==> src/rtl/eti_pkg.sv <==
`timescale 1ns / 1ps

package eti_pkg;

  localparam int CoordWidth = 32;
  localparam int FracBits   = 28;
  localparam int CountWidth = 16;
  localparam int ProdWidth  = 2 * CoordWidth;
  localparam int WideWidth  = ProdWidth + 2;
  localparam int KindWidth  = 2;
  localparam int CfgIdxWidth = 2;

  localparam logic [WideWidth-1:0] EscapeBound = WideWidth'(1) << (2 * FracBits + 2);

  typedef enum logic [KindWidth-1:0] {
    KIND_MANDELBROT   = 2'd0,
    KIND_JULIA        = 2'd1,
    KIND_BURNING_SHIP = 2'd2,
    KIND_TRICORN      = 2'd3
  } eti_kind_e;

  typedef enum logic [CfgIdxWidth-1:0] {
    CFG_FRACTAL_KIND   = 2'd0,
    CFG_MAX_ITERATIONS = 2'd1,
    CFG_JULIA_CONST_RE = 2'd2,
    CFG_JULIA_CONST_IM = 2'd3
  } eti_cfg_idx_e;

  typedef enum logic [1:0] {
    ST_IDLE,
    ST_CHECK,
    ST_TEST,
    ST_DONE
  } eti_state_e;

  typedef struct packed {
    logic signed [CoordWidth-1:0] point_re;
    logic signed [CoordWidth-1:0] point_im;
  } eti_in_t;

  typedef struct packed {
    logic signed [CoordWidth-1:0] echo_re;
    logic signed [CoordWidth-1:0] echo_im;
    logic [CountWidth-1:0]        iterations;
    logic                         escaped;
  } eti_out_t;

  typedef struct packed {
    logic load;
    logic capture;
    logic advance;
    logic flag_escape;
  } eti_cmd_t;

  typedef struct packed {
    logic limit_hit;
    logic escape;
  } eti_stat_t;

  function automatic logic signed [CoordWidth-1:0] sat_coord(
    input logic signed [WideWidth-1:0] v
  );
    logic signed [CoordWidth-1:0] r;
    if (&v[WideWidth-1:CoordWidth-1] || ~|v[WideWidth-1:CoordWidth-1]) begin
      r = v[CoordWidth-1:0];
    end else if (v[WideWidth-1]) begin
      r = {1'b1, {(CoordWidth-1){1'b0}}};
    end else begin
      r = {1'b0, {(CoordWidth-1){1'b1}}};
    end
    return r;
  endfunction

endpackage

==> src/rtl/eti_ctrl.sv <==
`timescale 1ns / 1ps

module eti_ctrl (
  input  logic              clk_i,
  input  logic              rst_ni,
  input  logic              start,
  input  eti_pkg::eti_stat_t stat_i,
  output eti_pkg::eti_cmd_t  cmd_o,
  output logic              busy,
  output logic              result_valid_o
);
  import eti_pkg::*;

  eti_state_e state_q, state_d;

  always_ff @(posedge clk_i or negedge rst_ni) begin
    if (!rst_ni) begin
      state_q <= ST_IDLE;
    end else begin
      state_q <= state_d;
    end
  end

  always_comb begin
    state_d = state_q;
    unique case (state_q)
      ST_IDLE: begin
        if (start) state_d = ST_CHECK;
      end
      ST_CHECK: begin
        state_d = stat_i.limit_hit ? ST_DONE : ST_TEST;
      end
      ST_TEST: begin
        state_d = stat_i.escape ? ST_DONE : ST_CHECK;
      end
      ST_DONE: begin
        state_d = ST_IDLE;
      end
      default: state_d = ST_IDLE;
    endcase
  end

  always_comb begin
    cmd_o          = '0;
    busy           = 1'b1;
    result_valid_o = 1'b0;
    unique case (state_q)
      ST_IDLE: begin
        busy       = 1'b0;
        cmd_o.load = start;
      end
      ST_CHECK: begin
        cmd_o.capture = ~stat_i.limit_hit;
      end
      ST_TEST: begin
        cmd_o.advance     = ~stat_i.escape;
        cmd_o.flag_escape = stat_i.escape;
      end
      ST_DONE: begin
        result_valid_o = 1'b1;
      end
      default: busy = 1'b0;
    endcase
  end

endmodule

==> config.mk <==
export PLATFORM = sky130hd
export DESIGN_NAME = eti_ctrl
export DESIGN_NICKNAME = d
export VERILOG_FILES = /design/src/rtl/eti_pkg.sv /design/src/rtl/eti_ctrl.sv
export SDC_FILE = /design/constraint.sdc
export NUM_CORES = 1
export LEC_CHECK = 0
export BUFFER_PORTS_ARGS = -buffer_cell sky130_fd_sc_hd__buf_2
export CAP_MARGIN = 15
export CORE_AREA = 2 2 39 41
export DETAILED_ROUTE_END_ITERATION = 6
export DIE_AREA = 0 0 41 43
export MAX_ROUTING_LAYER = met4
export SKIP_LAST_GASP = 1
export SLEW_MARGIN = 25
export SYNTH_ARGS = -nofsm -noshare
export SYNTH_HDL_FRONTEND = slang
export SYNTH_SLANG_ARGS = --single-unit
==> constraint.sdc <==
create_clock -name clk_i -period 1.15 [get_ports clk_i]
set_clock_uncertainty 0.2 [all_clocks]
set_input_delay 0.23 -clock clk_i [delete_from_list [all_inputs] [get_ports clk_i]]
set_output_delay 0.23 -clock clk_i [all_outputs]
set_load 0.02 [all_outputs]
==> flow_summary_export.csv <==
group,metric,value,unit
routing,vias_per_cell,3.30,
floorplanning,die-area,0.00176,sq mm
timing,setup_viol,6,
setup_path,slowest_delay,420,ps
setup_path,timing.rr.end,"state_q[0]",
worst_hold_path,hp-start,"start",
cts,clkSlewWorstSetupHoldPaths,30,ps
timing,min_period,1530,ps
timing,worst_slack,-385,ps
routing,drt_wl_total,394,um
cts,cts.sink_count,2,
routing,vias,155,
finish,drive_above_1_share,80.6,%
timing,final.setup.tns,-1890,ps
setup_path,reg2reg_depth,4,
floorplanning,die_h,43,um
timing,rsz0062_at_grt,"yes",
logic_synthesis,synth_top_family_by_area,"simple AND/OR/NAND/NOR gates",
setup_path,worstPathMaxFanout,6,
setup_path,endpoint_kind,"output port",
finish,largest_reg_flops,2,
floorplanning,core_area,0.00138,sq mm
pwr,p_leak,0.155,nW
timing,hold_viol_final,0,
grt,grt_first_pass_wirelength,483,um
logic_synthesis,synthArstFlopShare,100,%
logic_synthesis,synth_edf_count,0,
logic_synthesis,synth.most_common_cell,"nor2_1",
logic_synthesis,synth_top_flop_cell,"dfrtp_1",
setup_path,slowest_stage,"dfrtp_2",
setup_path,regToRegStartpoint,"state_q[0]",
logic_synthesis,syn-instance-count,14,
grt,track_usage,4.72,%
logic_synthesis,synth_xor_area_share,0,%
setup_path,ff2ff_setup_slack,10,ps
setup_path,crit_path_start_kind,"flip-flop",
setup_path,critPathKind,"reg2out",
cts,htreeDepth,1,
worst_hold_path,min_path_type,"in2reg",
finish,final_util,22.3,%
logic_synthesis,ys_seq_elements,2,
cts,root_buffer,"clkbuf_4",
floorplanning,start_util,8.50,%
logic_synthesis,synthMuxAreaShare,0,%
grt,grt_overflow,0,
setup_path,cp_data_required_time,720,ps
logic_synthesis,netlist.area_leader.share,42.6,%
logic_synthesis,synth_area_leaders,"dfrtp_1 (43%), nand2b_1 (11%), nor2_1 (9.6%)",
routing,drtIter0Drc,0,
cts,numCtsBuffers,3,
pwr,power_density,2790,mW/mm^2
logic_synthesis,syn_nets,19,
grt,grt_pass1_vias,139,
cts,tritoncts,"yes",
setup_path,startpoint,"state_q[0]",
floorplanning,ioPinCount,11,
timing,drv_slew,0,
pwr,peakVddDrop,0.408,mV
finish,fin_nets,38,
routing,ant_nets,0,
routing,drt-pass1-iter-count,1,
logic_synthesis,synthDistinctLibCells,9,
finish,syn_to_final_growth,163,%
routing,wl_per_cell,8.38,um
setup_path,worstPathArrival,1100,ps
setup_path,endpoint,"cmd_o[3]",
timing,worst-slew-pin-transition,176,ps
logic_synthesis,ys_seq_area_share,42.6,%
finish,insertedDiodeCount,0,
routing,remaining_drc_errors,0,
cts,cts.path.max_buffers,2,
logic_synthesis,synth_fa_ha_area_share,0,%
logic_synthesis,synth_compound_area_share,5.32,%
placement,port_buffers,10,
logic_synthesis,synth.largest_area_cell,"dfrtp_1",
grt,antenna_found_initial,0,
placement,place_congestion,0.643,
timing,fmax,0.652,GHz
placement,pre_cts_slack,-186,ps
grt,grt_max_degree,7,
floorplanning,placementRows,14,
logic_synthesis,yosys-top-cells-count,"nor2_1 (3), dfrtp_1 (2), inv_1 (2), nand2b_1 (2)",
cts,clock_latency,230,ps
finish,top_regs,"state_q (2)",
logic_synthesis,avgSynthCellArea,8.40,sq um
setup_path,worstPathCellList,"or2_4, nor2_4, buf_6",
logic_synthesis,synthSimpleGateAreaFrac,45.7,%
floorplanning,die_w,41,um
status,violations,"negative setup slack",
logic_synthesis,yosysWarnings,0,
run,drv_cap,0,
status,status,"finished with violations",
timing,slew_headroom,88.3,%
logic_synthesis,synth_area,118,sq um
timing,period_share,133,%
finish,largest_register,"state_q",
==> metrics by stage <==
step | std cells | area (sq um) | total power [mW] | hold WS [ps]
final | 47 | 309 | 0.863 | 101
after global routing | 47 | 309 | 0.913 | 112
after CTS | 45 | 270 | 0.740 | 86.0
after detailed placement | 41 | 219 | 0.527 | -185
after global placement | 41 | 219 | 0.521 | -184
after floorplan | 14 | 141 | 0.400 | -266
==> worst max-delay path, delay by kind of cell (launching register included) <==
| kind | cells | cell delay (ps) |
|---|---|---|
| buf+inv | 1 | 110 |
| flops | 1 | 420 |
| simple gates | 2 | 350 |
==> power by group <==
| part | switching [mW] | leakage, nW | internal, mW |
|---|---|---|---|
| logic | 0.241 | 0.118 | 0.303 |
| clock network | 0.0397 | 0.0138 | 0.115 |
| registers | 0.0533 | 0.0232 | 0.110 |
==> repair_timing <==
item / 4_1_cts / 5_1_grt
hold buffers: 1 / 0
cloned: 0 / 0
pin swaps: 1 / 2
buffers inserted: 0 / 2
gates resized for setup: 7 / 5
endpoints found under the setup margin: 7 / 7
hold endpoints to repair: 2 / 0
==> routing by layer <==
| metal | share of wire [%] | vias to the layer above | GRT usage (%) |
|---|---|---|---|
| li1 | - | 80 | - |
| met1 | 34 | 69 | 3.19 |
| met2 | 59 | 6 | 6.56 |
| met3 | 6.3 | 0 | 3.14 |
| met4 | 0 | 0 | 6.00 |
| met5 | 0 | - | - |
==> cell families after synthesis <==
logic type	after synthesis
AOI/OAI and AO/OA	1
buffers and inverters	2
DFF	2
and+or+nand+nor	9
==> how the worst min path moves through the flow <==
| stage | end | slack, ps | cells after the start |
|---|---|---|---|
| after floorplan | state_q[0] | -270 | 0 |
| after global placement | state_q[0] | -180 | 1 |
| after detailed placement | state_q[1] | -180 | 1 |
| after CTS | state_q[0] | 90 | 3 |
| after global routing | state_q[0] | 110 | 3 |
| final | state_q[0] | 100 | 3 |
==> placed cells by master, fill, tap and decap left out <==
cell type | Yosys | final
and3b_2 | 0 | 1
nor2_4 | 0 | 2
nand2b_1 | 2 | 1
or2_4 | 0 | 1
o22ai_2 | 0 | 1
inv_1 | 2 | 2
buf_4 | 0 | 4
nor3b_2 | 0 | 1
and2_2 | 1 | 1
dfrtp_1 | 2 | 1
buf_6 | 0 | 4
buf_2 | 0 | 5
clkbuf_4 | 0 | 3
nand2b_4 | 0 | 1
dlygate4sd3_1 | 0 | 1
dfrtp_2 | 0 | 1
nor2_1 | 3 | 1
==> final cells by class <==
cell class | count | area [sq um]
clock buffers | 3 | 22.5
fillers | 159 | 1070
inverters | 2 | 7.51
multi-input cells | 10 | 97.6
flip-flops and latches | 2 | 51.3
well taps | 16 | 20.0
repair buffers | 14 | 110
Note: power is estimated with default switching activity, not from simulation.
